--- src/rtl/csrw_pkg.sv ---
// shared types and constants for the cascaded shift register writer
package csrw_pkg;

  localparam int unsigned IDX_W      = 3;
  localparam int unsigned BYTE_W     = 8;
  localparam int unsigned CNT_W      = 4;
  localparam int unsigned CFG_IDX_W  = 1;
  localparam int unsigned MAX_CHAIN  = 8;

  localparam logic [CNT_W-1:0]     CHAIN_LIMIT = CNT_W'(MAX_CHAIN);
  localparam logic [CNT_W-1:0]     COUNT_RESET = CNT_W'(MAX_CHAIN);

  localparam logic [CFG_IDX_W-1:0] CFG_PARALLEL_MODE = 1'b0;
  localparam logic [CFG_IDX_W-1:0] CFG_CASCADE_COUNT = 1'b1;

  typedef enum logic [1:0] {
    ST_IDLE,
    ST_CHECK,
    ST_SHIFT
  } state_t;

  // controls from the sequencer to the serialiser
  typedef struct packed {
    logic              load;
    logic [BYTE_W-1:0] load_byte;
    logic              step;
    logic [IDX_W-1:0]  slot;
    logic [IDX_W-1:0]  latch;
    logic              final_byte;
  } ser_ctl_t;

  typedef struct packed {
    logic free;
    logic byte_done;
  } ser_sts_t;

endpackage

--- src/rtl/csrw_cache.sv ---
// cached copy of every output register, one write and one read port
module csrw_cache (
  input  logic                           clk,
  input  logic                           rst,
  input  logic                           wr_en,
  input  logic [csrw_pkg::IDX_W-1:0]     wr_addr,
  input  logic [csrw_pkg::BYTE_W-1:0]    wr_data,
  input  logic [csrw_pkg::IDX_W-1:0]     rd_addr,
  output logic [csrw_pkg::BYTE_W-1:0]    rd_data
);
  import csrw_pkg::*;

  logic [BYTE_W-1:0] mem [MAX_CHAIN];

  always_ff @(posedge clk) begin
    if (rst) begin
      for (int i = 0; i < int'(MAX_CHAIN); i++) begin
        mem[i] <= '0;
      end
    end else if (wr_en) begin
      mem[wr_addr] <= wr_data;
    end
  end

  // registered read, data follows the address in the next cycle
  always_ff @(posedge clk) begin
    rd_data <= mem[rd_addr];
  end

  a_write_lands: assert property (@(posedge clk) disable iff (rst)
    wr_en |=> mem[$past(wr_addr)] == $past(wr_data))
    else $error("cache entry does not hold the byte just written");

endmodule

--- src/rtl/csrw_serialiser.sv ---
// bit shifter and output register, one bit per transfer, msb first
module csrw_serialiser (
  input  logic                           clk,
  input  logic                           rst,
  input  csrw_pkg::ser_ctl_t             ctl,
  output csrw_pkg::ser_sts_t             sts,
  output logic                           out_valid,
  input  logic                           out_stall,
  output logic                           serial_bit,
  output logic [csrw_pkg::IDX_W-1:0]     byte_slot,
  output logic [csrw_pkg::IDX_W-1:0]     latch_index,
  output logic                           last
);
  import csrw_pkg::*;

  logic [BYTE_W-1:0] sh;
  logic [2:0]        bit_cnt;

  assign sts.free      = !out_valid || !out_stall;
  assign sts.byte_done = (bit_cnt == 3'd7);

  always_ff @(posedge clk) begin
    if (rst) begin
      bit_cnt <= '0;
    end else if (ctl.load) begin
      sh      <= ctl.load_byte;
      bit_cnt <= '0;
    end else if (ctl.step) begin
      sh      <= {sh[BYTE_W-2:0], 1'b0};
      bit_cnt <= bit_cnt + 3'd1;
    end
  end

  always_ff @(posedge clk) begin
    if (rst) begin
      out_valid <= 1'b0;
    end else if (ctl.step) begin
      out_valid <= 1'b1;
    end else if (!out_stall) begin
      out_valid <= 1'b0;
    end
  end

  // the emitted bit comes from the old contents even on a reload
  always_ff @(posedge clk) begin
    if (ctl.step) begin
      serial_bit  <= sh[BYTE_W-1];
      byte_slot   <= ctl.slot;
      latch_index <= ctl.latch;
      last        <= sts.byte_done && ctl.final_byte;
    end
  end

endmodule

--- src/rtl/cascaded_shift_register_writer.sv ---
// top level: sequencer, config registers, cache and serialiser
// first result bit passes ST_CHECK, ST_SHIFT and the serialiser output register
// a write shifts n bytes, n = 1..8, and takes no new input until it is done
// the serialiser sends one bit per cycle while out_stall does not hold it
// ignored or unchanged writes give no result
// reset: synchronous; cache cleared, parallel_mode 0, cascade_count 8
module cascaded_shift_register_writer (
  input  logic                              clk,
  input  logic                              rst,
  input  logic                              cfg_we,
  input  logic [csrw_pkg::CFG_IDX_W-1:0]    cfg_index,
  input  logic [csrw_pkg::CNT_W-1:0]        cfg_data,
  input  logic                              in_valid,
  output logic                              in_stall,
  input  logic [csrw_pkg::IDX_W-1:0]        reg_index,
  input  logic [csrw_pkg::BYTE_W-1:0]       data_byte,
  input  logic                              force_req,
  output logic                              out_valid,
  input  logic                              out_stall,
  output logic                              serial_bit,
  output logic [csrw_pkg::IDX_W-1:0]        byte_slot,
  output logic [csrw_pkg::IDX_W-1:0]        latch_index,
  output logic                              last
);
  import csrw_pkg::*;

  state_t            state, state_next;
  logic              parallel_mode;
  logic [CNT_W-1:0]  cascade_count;
  logic [IDX_W-1:0]  idx, idx_next;
  logic [BYTE_W-1:0] data, data_next;
  logic              force_q, force_next;
  logic [IDX_W-1:0]  slot, slot_next;
  logic [IDX_W-1:0]  lowest, lowest_next;

  logic [CNT_W-1:0]  eff_count;
  logic              in_range;
  logic              wr_en;
  logic [IDX_W-1:0]  rd_addr;
  logic [BYTE_W-1:0] rd_data;
  ser_ctl_t          ctl;
  ser_sts_t          sts;

  always_ff @(posedge clk) begin
    if (rst) begin
      parallel_mode <= 1'b0;
      cascade_count <= COUNT_RESET;
    end else if (cfg_we) begin
      unique case (cfg_index)
        CFG_PARALLEL_MODE: parallel_mode <= cfg_data[0];
        CFG_CASCADE_COUNT: cascade_count <= cfg_data;
        default: ;
      endcase
    end
  end

  assign eff_count = (cascade_count > CHAIN_LIMIT) ? CHAIN_LIMIT : cascade_count;
  assign in_range  = {1'b0, reg_index} < eff_count;

  always_ff @(posedge clk) begin
    if (rst) begin
      state <= ST_IDLE;
    end else begin
      state <= state_next;
    end
  end

  always_ff @(posedge clk) begin
    idx     <= idx_next;
    data    <= data_next;
    force_q <= force_next;
    slot    <= slot_next;
    lowest  <= lowest_next;
  end

  // the target entry is fetched on the input transfer, ready for the compare
  // next slot down is read while the current byte finishes shifting
  assign rd_addr = (state == ST_IDLE) ? reg_index : slot - IDX_W'(1);

  always_comb begin
    state_next     = state;
    idx_next       = idx;
    data_next      = data;
    force_next     = force_q;
    slot_next      = slot;
    lowest_next    = lowest;
    in_stall       = 1'b1;
    wr_en          = 1'b0;
    ctl.load       = 1'b0;
    ctl.load_byte  = rd_data;
    ctl.step       = 1'b0;
    ctl.slot       = slot;
    ctl.latch      = idx;
    ctl.final_byte = (slot == lowest);
    unique case (state)
      ST_IDLE: begin
        in_stall   = 1'b0;
        idx_next   = reg_index;
        data_next  = data_byte;
        force_next = force_req;
        if (in_valid && in_range) begin
          state_next = ST_CHECK;
        end
      end
      ST_CHECK: begin
        if (rd_data != data || force_q) begin
          wr_en         = 1'b1;
          ctl.load      = 1'b1;
          ctl.load_byte = data;
          slot_next     = idx;
          lowest_next   = parallel_mode ? idx : '0;
          state_next    = ST_SHIFT;
        end else begin
          state_next = ST_IDLE;
        end
      end
      ST_SHIFT: begin
        if (sts.free) begin
          ctl.step = 1'b1;
          if (sts.byte_done) begin
            if (slot == lowest) begin
              state_next = ST_IDLE;
            end else begin
              ctl.load  = 1'b1;
              slot_next = slot - IDX_W'(1);
            end
          end
        end
      end
      default: state_next = ST_IDLE;
    endcase
  end

  csrw_cache u_cache (
    .clk     (clk),
    .rst     (rst),
    .wr_en   (wr_en),
    .wr_addr (idx),
    .wr_data (data),
    .rd_addr (rd_addr),
    .rd_data (rd_data)
  );

  csrw_serialiser u_ser (
    .clk         (clk),
    .rst         (rst),
    .ctl         (ctl),
    .sts         (sts),
    .out_valid   (out_valid),
    .out_stall   (out_stall),
    .serial_bit  (serial_bit),
    .byte_slot   (byte_slot),
    .latch_index (latch_index),
    .last        (last)
  );

  a_slot_order: assert property (@(posedge clk) disable iff (rst)
    out_valid |-> byte_slot <= latch_index)
    else $error("shifted slot above the target register");

  a_shift_emits: assert property (@(posedge clk) disable iff (rst)
    (state == ST_SHIFT && sts.free) |=> out_valid)
    else $error("shift step did not produce a transfer");

  a_accept_checks: assert property (@(posedge clk) disable iff (rst)
    (in_valid && !in_stall) |=> state != ST_SHIFT)
    else $error("shifting began without a cache compare");

  a_lowest_bound: assert property (@(posedge clk) disable iff (rst)
    state == ST_SHIFT |-> lowest <= slot)
    else $error("slot ran below the lowest register of the write");

endmodule
--- config.mk ---
export PLATFORM = sky130hd
export DESIGN_NAME = cascaded_shift_register_writer
export DESIGN_NICKNAME = d
export VERILOG_FILES = /design/src/rtl/csrw_pkg.sv /design/src/rtl/csrw_cache.sv /design/src/rtl/csrw_serialiser.sv /design/src/rtl/cascaded_shift_register_writer.sv
export SDC_FILE = /design/constraint.sdc
export NUM_CORES = 1
export LEC_CHECK = 0
export BUFFER_PORTS_ARGS = -buffer_cell sky130_fd_sc_hd__buf_2
export CORE_MARGIN = 10
export CORE_UTILIZATION = 40
export CTS_CLUSTER_SIZE = 14
export DETAILED_ROUTE_END_ITERATION = 6
export PLACE_DENSITY = 0.54
export SYNTH_ARGS = -nofsm -noshare
export SYNTH_HDL_FRONTEND = slang
export SYNTH_HIERARCHICAL = 1
export SYNTH_SLANG_ARGS = --single-unit
--- constraint.sdc ---
create_clock -name clk -period 8.1 [get_ports clk]
set_input_delay 0.405 -clock clk [delete_from_list [all_inputs] [get_ports clk]]
set_output_delay 0.405 -clock clk [all_outputs]
set_load 0.02 [all_outputs]
==> results of run 1 <==
registers in the layout, indices dropped and copies added, names as in the netlist, 4 cells and up:
name             cells
u_ser/sh             8
data                 8
u_cache/mem         64
u_cache/rd_data      8
cascade_count        4
per-stage QoR:
stage / setup WS [ns] / util, % / area [um^2]
CTS: 4.91 / 47.5 / 6070
finish: 4.97 / 47.5 / 6070
detailed placement: 4.93 / 43.3 / 5530
global route: 4.63 / 47.5 / 6070
floorplan: 5.41 / - / 5260
global placement: 4.99 / 43.3 / 5530
worst reg2reg max path: stages (launching register included):
cell and delay (ns):
edfxtp_1 0.44, xnor2_1 0.18, nand3_1 0.13, o41ai_4 0.56, inv_1 0.23, or3b_2 0.73, o21bai_1 0.50
metal layers:
| layer | part of all wire (%) | up-vias | wire, um |
|---|---|---|---|
| met2 | 51 | 51 | 5770 |
| met5 | 0 | - | 0 |
| met4 | 1.6 | 0 | 184 |
| met3 | 3.7 | 15 | 416 |
| met1 | 44 | 1482 | 4980 |
| li1 | - | 1452 | - |
area by class of cell:
| class | count | area, um^2 | share of cell area [%] |
|---|---|---|---|
| Timing Repair Buffer | 35 | 185 | 3.05 |
| Clock inverter | 8 | 86.3 | 1.42 |
| Clock buffer | 24 | 462 | 7.60 |
| Tap cell | 172 | 215 | 3.54 |
| Inverter | 18 | 67.6 | 1.11 |
| Multi-Input combinational cell | 204 | 1730 | 28.6 |
| Sequential cell | 117 | 3320 | 54.7 |
cells by family after synthesis:
| group | share of synthesized area, % |
|---|---|
| xor gates and xnor gates | 2.16 |
| DFF | 63.2 |
| and+or+nand+nor | 10.7 |
| buffers and inverters | 3.88 |
| AOI/OAI and AO/OA | 4.00 |
| adders and majority gates | 1.90 |
| muxes | 14.2 |
power groups by stage:
| stage | registers, mW | logic [mW] | clock network [mW] |
|---|---|---|---|
| floorplan | 0.754 | 0.211 | 0 |
| global placement | 0.760 | 0.281 | 0 |
| detailed placement | 0.763 | 0.280 | 0 |
| CTS | 0.752 | 0.282 | 0.708 |
| global route | 0.758 | 0.301 | 0.737 |
| finish | 0.751 | 0.277 | 0.694 |
Yosys cell counts:
master     instances
or3b_2             1
o22ai_1            1
a2111oi_2          1
nand4_1            1
o21a_1             1
buf_4              1
nor2_1             9
nand3_1            8
nand3b_1           1
inv_1             10
mux2i_1            3
buf_1              1
a41o_1             1
buf_6              4
xnor2_1           11
buf_2              3
o31a_1             1
and2_1             7
clkinv_1           8
mux2_2            20
xor2_1             2
o41ai_4            1
clkbuf_1          12
o21ai_0            3
dfxtp_1           19
a21oi_1            7
nand2b_1           7
a21boi_0           1
a221oi_1           1
or2_2              1
buf_12             1
ha_1               8
o21bai_1           8
mux4_1            15
nand2_1           10
mux4_2             1
edfxtp_1          98
mux2_4             5
nor3_1            67
o311ai_0           1
worst max-delay path by stage:
stage               startpoint                 to  depth (start not counted)
floorplan             state[1]  u_cache/mem[1][0]                          9
global placement       data[7]  u_cache/mem[1][1]                          6
detailed placement     data[3]  u_cache/mem[1][2]                          6
CTS                    data[3]  u_cache/mem[1][5]                          6
global route           data[7]  u_cache/mem[0][5]                          6
finish                 data[3]  u_cache/mem[0][0]                          6
==> results.py, run 1 <==
metrics = {
    "timing": {
        "clock_skew_ns": 0.0108,
        "rsz0062_at_grt": "false",
        "fin_tns_setup_ns": 0,
        "whs_ns": 0.174,
        "tightestPinTransition_ns": 1.01,
        "relSlewSlack_pct": 32.7,
        "finalSetupViolCount": 0,
        "hold_violations": 0,
        "fmax_mhz": 319,
        "period_needed_ns": 3.13,
        "post-route-period-util_pct": 38.7,
        "slew_viol_final": 0,
    },
    "grt": {
        "grt_pass1_wl_um": 18100,
        "grt-ovfl-total": 0,
        "grt_usage_pct": 13.1,
        "use_met1_pct": 15.2,
        "grt-busiest-layer": "met2",
        "grt_pass1_vias": 3185,
        "grt_max_degree": 37,
        "antenna_found_initial": 0,
        "use_met2_pct": 21.8,
        "met3_usage_pct": 4.71,
    },
    "critical_path": {
        "slowest_stage": "or3b_2",
        "cp-start-kind": "register",
        "crit_path_cell_trace": "xnor2_1, nand3_1, o41ai_4, inv_1, or3b_2, o21bai_1",
        "worstPathRequired_ns": 8.13,
        "cp.buffers_inverters": 1,
        "reg2reg_from": "data[3]",
        "slowest_delay_ns": 0.73,
        "path_delay_family": "compound AO/OA/AOI/OAI gates",
        "crit_type": "register to register",
        "crit_fanout": 36,
        "reg2reg_depth": 6,
        "reg2reg_to": "u_cache/mem[0][0]",
        "reg2reg_slack_ns": 4.97,
        "end_kind": "register",
        "critPathArrivalTime_ns": 3.17,
    },
    "synthesis": {
        "yosysTopAreaCellShare_pct": 55.9,
        "yosysWarnings": 6,
        "synth_cell_type_count": 40,
        "synthesis.nets": 391,
        "yosys-top-cells-area": "edfxtp_1, mux4_1, dfxtp_1",
        "synth_seq_cells": 117,
        "avgSynthCellArea_um2": 14.6,
        "synthesis.area_um2": 5260,
        "yosysTopAreaCell": "edfxtp_1",
        "yosysSeqAreaShare_pct": 63.2,
        "syn-instance-count": 361,
    },
    "power": {
        "leakagePower_nw": 2.18,
        "p_comb_share_pct": 16.1,
        "ir_worst_vdd_mv": 0.150,
        "cellPowerDensity_nw_per_um2": 284,
        "p_int_mw": 1.29,
        "power_mw": 1.72,
        "power_frac_clock_pct": 40.3,
        "p_sw_uw": 433,
        "p_seq_share_pct": 43.6,
        "switching_share_pct": 25.1,
    },
    "min_path": {
        "min_path_cells": 1,
        "hold_start": "force_req",
        "holdPathEnd": "force_q",
        "hold_path_class": "input port to register",
    },
    "placed_design": {
        "dpl.hpwl_um": 7730,
        "dp.cells": 546,
        "portBuffers": 31,
        "finalWeightedCongestion": 0.762,
    },
    "drt": {
        "drtIter0Drc": 178,
        "vias_per_cell": 5.19,
        "dr.pass1.iters": 4,
        "drc_errors": 0,
        "drt_wl_total_um": 11300,
        "routedWlPerCell_um": 19.6,
        "antenna_left": 0,
        "num_vias": 3000,
    },
    "floorplan": {
        "boundaryPins": 32,
        "fp.dieW_um": 135,
        "core_area_um2": 12800,
        "start_util_pct": 41.2,
        "die_h_um": 135,
        "rows": 41,
        "die_area_um2": 18100,
    },
    "outcome": {
        "outcome": "finished, final reports clean",
    },
    "clock_network": {
        "worstSkewPairLatency_ns": 0.41,
        "cts_tree": "built",
        "clk_path_buf_depth": 2,
        "cts_sinks": 117,
        "htreeDepth": 4,
        "hold_buffers": 0,
        "post-cts-setup-buffer-count": 0,
        "cts_buffers": 17,
        "clk_pin_slew_ns": 0.05,
        "ctsResizeCount": 0,
        "root_buffer": "clkbuf_16",
    },
    "cells_and_area": {
        "drive_gt1_share_pct": 21.7,
        "diodes": 0,
        "layout_common_cells": "edfxtp_1, nor3_1, buf_2, mux2_2, dfxtp_1",
        "area_growth_syn_to_layout_pct": 15.4,
        "fillers": 1127,
        "fin_cells": 578,
        "layout.nets": 423,
        "layout_commonest_cell": "edfxtp_1",
    },
    "flow_run": {
        "maxCapViolCount": 0,
    },
}
(Power assumes the default switching activity.)
==> inputs of run 2 (changes only) <==
--- a/config.mk
+++ b/config.mk
@@ -10,7 +10,7 @@
 export CORE_UTILIZATION = 40
 export CTS_CLUSTER_SIZE = 14
 export DETAILED_ROUTE_END_ITERATION = 6
-export PLACE_DENSITY = 0.54
+export PLACE_DENSITY = 0.56
 export SYNTH_ARGS = -nofsm -noshare
 export SYNTH_HDL_FRONTEND = slang
 export SYNTH_HIERARCHICAL = 1
==> constraint.sdc (replaced) <==
create_clock -name clk -period 2.6 [get_ports clk]
set_input_delay 0.13 -clock clk [delete_from_list [all_inputs] [get_ports clk]]
set_output_delay 0.13 -clock clk [all_outputs]
set_load 0.02 [all_outputs]
==> run 2 against run 1 <==
Clock skew grew 0.0056 ns. Combinational power grew to 3.3 times the previous value. First-iteration DRC count increased by 34%. Critical path type unchanged. Cell count is 5.0% higher. Flip-flop and latch count stayed put. Worst setup slack lost 4.8 ns. Register-to-register slack got worse by 4.8 ns. Routed wire length fell by 2.2%. Die area unchanged. Critical path depth shrank 1.
==> results.py, run 2 (synthesis gave the netlist of run 1 again) <==
metrics = {
    "placed_design": {
        "dpl.hpwl_um": 7730,
        "portBuffers": 31,
        "place_ws_ns": 0.183,
        "finalWeightedCongestion": 0.771,
    },
    "timing": {
        "slew_viol_final": 0,
        "post-route-period-util_pct": 91.8,
        "tightestPinTransition_ns": 0.789,
        "hold_violations": 0,
        "relSlewSlack_pct": 47.3,
        "clock_skew_ns": 0.0164,
        "rsz0062_at_grt": "false",
        "fmax_mhz": 419,
        "period_needed_ns": 2.39,
        "fin_tns_setup_ns": 0,
        "whs_ns": 0.0357,
        "setup_ws_ns": 0.213,
        "finalSetupViolCount": 0,
    },
    "critical_path": {
        "slowest_delay_ns": 0.63,
        "path_delay_family": "simple AND/OR/NAND/NOR gates",
        "end_kind": "register",
        "crit_type": "register to register",
        "cp.buffers_inverters": 1,
        "worstPathRequired_ns": 2.66,
        "critPathArrivalTime_ns": 2.44,
        "crit_path_cell_trace": "xor2_1, o41ai_4, inv_1, or3b_2, o21bai_2",
        "slowest_stage": "or3b_2",
        "cp-start-kind": "register",
        "crit_fanout": 15,
    },
    "grt": {
        "grt-ovfl-total": 0,
        "grt_pass1_vias": 3383,
        "grt_max_degree": 29,
        "grt_pass1_wl_um": 18500,
        "antenna_found_initial": 0,
        "grt_usage_pct": 13.2,
    },
    "clock_network": {
        "post-cts-setup-buffer-count": 0,
        "clk_pin_slew_ns": 0.05,
        "clk_path_buf_depth": 2,
        "root_buffer": "clkbuf_16",
        "cts_buffers": 17,
        "worstSkewPairLatency_ns": 0.42,
        "ctsResizeCount": 0,
        "hold_buffers": 17,
        "cts_tree": "built",
        "htreeDepth": 4,
        "cts_sinks": 117,
    },
    "floorplan": {
        "die_h_um": 135,
        "boundaryPins": 32,
        "fp.dieW_um": 135,
        "start_util_pct": 41.2,
        "rows": 41,
        "die_area_um2": 18100,
        "core_area_um2": 12800,
    },
    "drt": {
        "antenna_left": 0,
        "routedWlPerCell_um": 18.3,
        "drt_wl_total_um": 11100,
        "drtIter0Drc": 239,
        "num_vias": 3106,
        "drc_errors": 0,
        "dr.pass1.iters": 4,
        "vias_per_cell": 5.12,
    },
    "cells_and_area": {
        "area_growth_syn_to_layout_pct": 20.3,
        "utilization_pct": 49.5,
        "largest_register_ffs": 64,
        "drive_gt1_share_pct": 24.6,
        "layout_commonest_cell": "edfxtp_1",
        "diodes": 0,
        "regMostFlops": "u_cache/mem",
        "layout_common_cells": "edfxtp_1, nor3_1, buf_2, mux2_2, dfxtp_1",
        "layout.nets": 453,
    },
    "outcome": {
        "outcome": "finished, final reports clean",
    },
    "flow_run": {
        "maxCapViolCount": 0,
    },
    "power": {
        "ir_worst_vdd_mv": 0.422,
        "cellPowerDensity_nw_per_um2": 834,
        "leakagePower_nw": 2.30,
    },
    "min_path": {
        "hold_path_class": "input port to register",
    },
}
[run 2: metrics by stage]
step | power, mW | instance area [um^2] | instances
final | 5.28 | 6330 | 607
after detailed placement | 3.29 | 5640 | 559
after global routing | 5.51 | 6330 | 607
after floorplan | 3.01 | 5270 | 361
after global placement | 3.28 | 5640 | 559
after CTS | 5.33 | 6330 | 607
[run 2: layout make-up]
type,count,area (um^2)
fillers,1081,6440
flip-flops and latches,117,3320
multi-input cells,204,1740
repair buffers,65,465
clock buffers,17,425
well taps,172,215
clock inverters,14,90.1
inverters,18,67.6
[run 2: worst paths after layout]
| kind | from | to | slack [ns] | cells past startpoint |
|---|---|---|---|---|
| setup / recovery | data[4] | u_cache/mem[1][1] | 0.21 | 5 |
| hold / removal | cfg_index | cascade_count[1] | 0.04 | 3 |
| setup reg to reg | data[4] | u_cache/mem[1][1] | 0.21 | 5 |
| hold reg to reg | u_ser/sh[7] | u_ser/serial_bit | 0.42 | 0 |
[run 2: worst register-to-register path: stages (launching register included)]
cell and delay [ns]:
edfxtp_1 0.41, xor2_1 0.30, o41ai_4 0.13, inv_1 0.10
or3b_2 0.63, o21bai_2 0.47
[run 2: power by group]
part	switching, mW	leakage [nW]	internal (mW)
Sequential	0.107	1.14	2.23
Clock	0.813	0.241	1.20
Combinational	0.504	0.913	0.424
Total	1.42	2.30	3.85
[run 2: layer usage]
metal | share of wire [%] | global-route usage, % | vias to the layer above
met1 | 43 | 15.7 | 1524
li1 | - | - | 1507
met3 | 4.3 | 4.08 | 9
met5 | 0 | 0 | -
met2 | 51 | 21.6 | 66
met4 | 1.3 | 5.80 | 0
==> inputs of run 3 (changes only) <==
--- a/config.mk
+++ b/config.mk
@@ -7,10 +7,10 @@
 export LEC_CHECK = 0
 export BUFFER_PORTS_ARGS = -buffer_cell sky130_fd_sc_hd__buf_2
 export CORE_MARGIN = 10
-export CORE_UTILIZATION = 40
+export CORE_UTILIZATION = 35
 export CTS_CLUSTER_SIZE = 14
 export DETAILED_ROUTE_END_ITERATION = 6
-export PLACE_DENSITY = 0.56
+export PLACE_DENSITY = 0.51
 export SYNTH_ARGS = -nofsm -noshare
 export SYNTH_HDL_FRONTEND = slang
 export SYNTH_HIERARCHICAL = 1
==> run 3 against run 2 <==
Register-to-register slack worse by 0.08 ns. Clock-buffer cell count up 3. Sequential power about the same. Non-clock buffer count up 3. Critical path type unchanged. Critical endpoint is now u_cache/mem[4][7]. Largest cell class unchanged. Largest power group unchanged.
==> results.py, run 3 (synthesis gave the netlist of run 1 again) <==
metrics = {
    "floorplan": {
        "start_util_pct": 35.9,
        "rows": 44,
        "die_area_um2": 20300,
        "die_h_um": 143,
        "core_area_um2": 14600,
        "fp.dieW_um": 143,
        "boundaryPins": 32,
    },
    "drt": {
        "drc_errors": 0,
        "vias_per_cell": 5.08,
        "drtIter0Drc": 249,
        "num_vias": 3167,
        "antenna_left": 0,
        "routedWlPerCell_um": 19.4,
        "drt_wl_total_um": 12100,
        "dr.pass1.iters": 4,
    },
    "cells_and_area": {
        "layout_common_cells": "edfxtp_1, nor3_1, buf_2, mux2_2, buf_4",
        "area_growth_syn_to_layout_pct": 22.0,
        "layout.nets": 456,
        "largest_register_ffs": 64,
        "fillers": 1346,
        "drive_gt1_share_pct": 24.8,
        "regMostFlops": "u_cache/mem",
        "layout_commonest_cell": "edfxtp_1",
        "diodes": 0,
        "final_area_um2": 6420,
    },
    "clock_network": {
        "cts_buffers": 17,
        "clk_pin_slew_ns": 0.05,
        "cts_tree": "built",
        "clk_path_buf_depth": 2,
        "cts_sinks": 117,
        "root_buffer": "clkbuf_16",
        "htreeDepth": 4,
        "worstSkewPairLatency_ns": 0.41,
    },
    "timing": {
        "fmax_mhz": 405,
        "whs_ns": 0.0303,
        "relSlewSlack_pct": 36.7,
        "period_needed_ns": 2.47,
        "rsz0062_at_grt": "true",
        "tightestPinTransition_ns": 0.947,
        "slew_viol_final": 0,
        "post-route-period-util_pct": 94.9,
        "hold_violations": 0,
        "clock_skew_ns": 0.00806,
        "finalSetupViolCount": 0,
    },
    "critical_path": {
        "critPathArrivalTime_ns": 2.51,
        "cp-start-kind": "register",
        "worstPathRequired_ns": 2.65,
        "end_kind": "register",
        "reg2reg_slack_ns": 0.13,
        "crit_fanout": 8,
        "crit_type": "register to register",
    },
    "min_path": {
        "hold_path_class": "input port to register",
    },
    "power": {
        "ir_worst_vdd_mv": 0.505,
        "leakagePower_nw": 2.34,
        "cellPowerDensity_nw_per_um2": 868,
        "power_mw": 5.57,
    },
    "outcome": {
        "outcome": "finished, final reports clean",
    },
    "grt": {
        "grt_max_degree": 31,
        "grt_pass1_wl_um": 19000,
        "antenna_found_initial": 0,
        "grt_usage_pct": 12.6,
        "grt-ovfl-total": 0,
        "grt_pass1_vias": 3335,
    },
    "flow_run": {
        "maxCapViolCount": 0,
    },
    "placed_design": {
        "portBuffers": 31,
        "place_area_um2": 5670,
        "dpl.hpwl_um": 8170,
        "finalWeightedCongestion": 0.754,
    },
}
==> run 3: cell count changes in the layout (fill, tap and decap cells not counted), sizes merged <==
cell and change:
clkbuf +3, clkinvlp -2, buf +3, clkinv -2
bufinv +3, inv -1
==> run 3: layout make-up <==
cell class	count	area, um^2	share of cell area, %
clock buffer	20	437	6.80
clock inverter	12	136	2.12
sequential	117	3320	51.8
tap	184	230	3.59
inverter	18	67.6	1.05
timing repair buffer	68	475	7.41
multi-input combinational	204	1750	27.3
==> run 3: per-layer routing <==
metal | up-vias | part of all wire [%] | GRT usage [%] | wire length (um)
met2 | 62 | 49 | 20.4 | 5880
li1 | 1511 | - | - | -
met5 | - | 0 | 0 | 0
met4 | 0 | 2.0 | 6.08 | 245
met1 | 1577 | 45 | 15.4 | 5420
met3 | 17 | 4.3 | 3.30 | 524
==> run 3: worst paths after layout <==
path,from,endpoint,cells after the start
min reg2reg,u_ser/sh[7],u_ser/serial_bit,0
max reg2reg,data[1],u_cache/mem[4][7],7
max,data[1],u_cache/mem[4][7],7
min,cfg_index,cascade_count[2],3
==> run 3: timing repair <==
item	4_1_cts	5_1_grt
setup buffers	0	0
gates resized for setup	0	1
hold endpoints to repair	18	0
hold buffers	17	0
setup endpoints to repair	0	32
==> run 3: report_power, final <==
part           total (mW)  switching (mW)  internal, mW
logic               0.948           0.526         0.422
registers            2.35           0.113          2.23
clock network        2.28           0.791          1.49
total                5.57            1.43          4.14
==> run 3: critical path, stage by stage, from the launching register on <==
cell and delay (ns):
edfxtp_1 0.45, xnor2_1 0.17, nand4_1 0.16, o41ai_4 0.09
inv_1 0.09, buf_4 0.13, or3b_2 0.57, o21bai_2 0.46
==> run 3: metrics by stage <==
step	utilization (%)	instances	setup TNS, ns	setup WS (ns)
detailed placement	38.7	574	0	0.0857
global placement	38.7	574	0	0.162
global route	43.8	623	-0.891	-0.0503
CTS	43.8	623	0	0.0710
floorplan	-	361	-0.768	-0.0480
finish	43.8	623	0	0.132
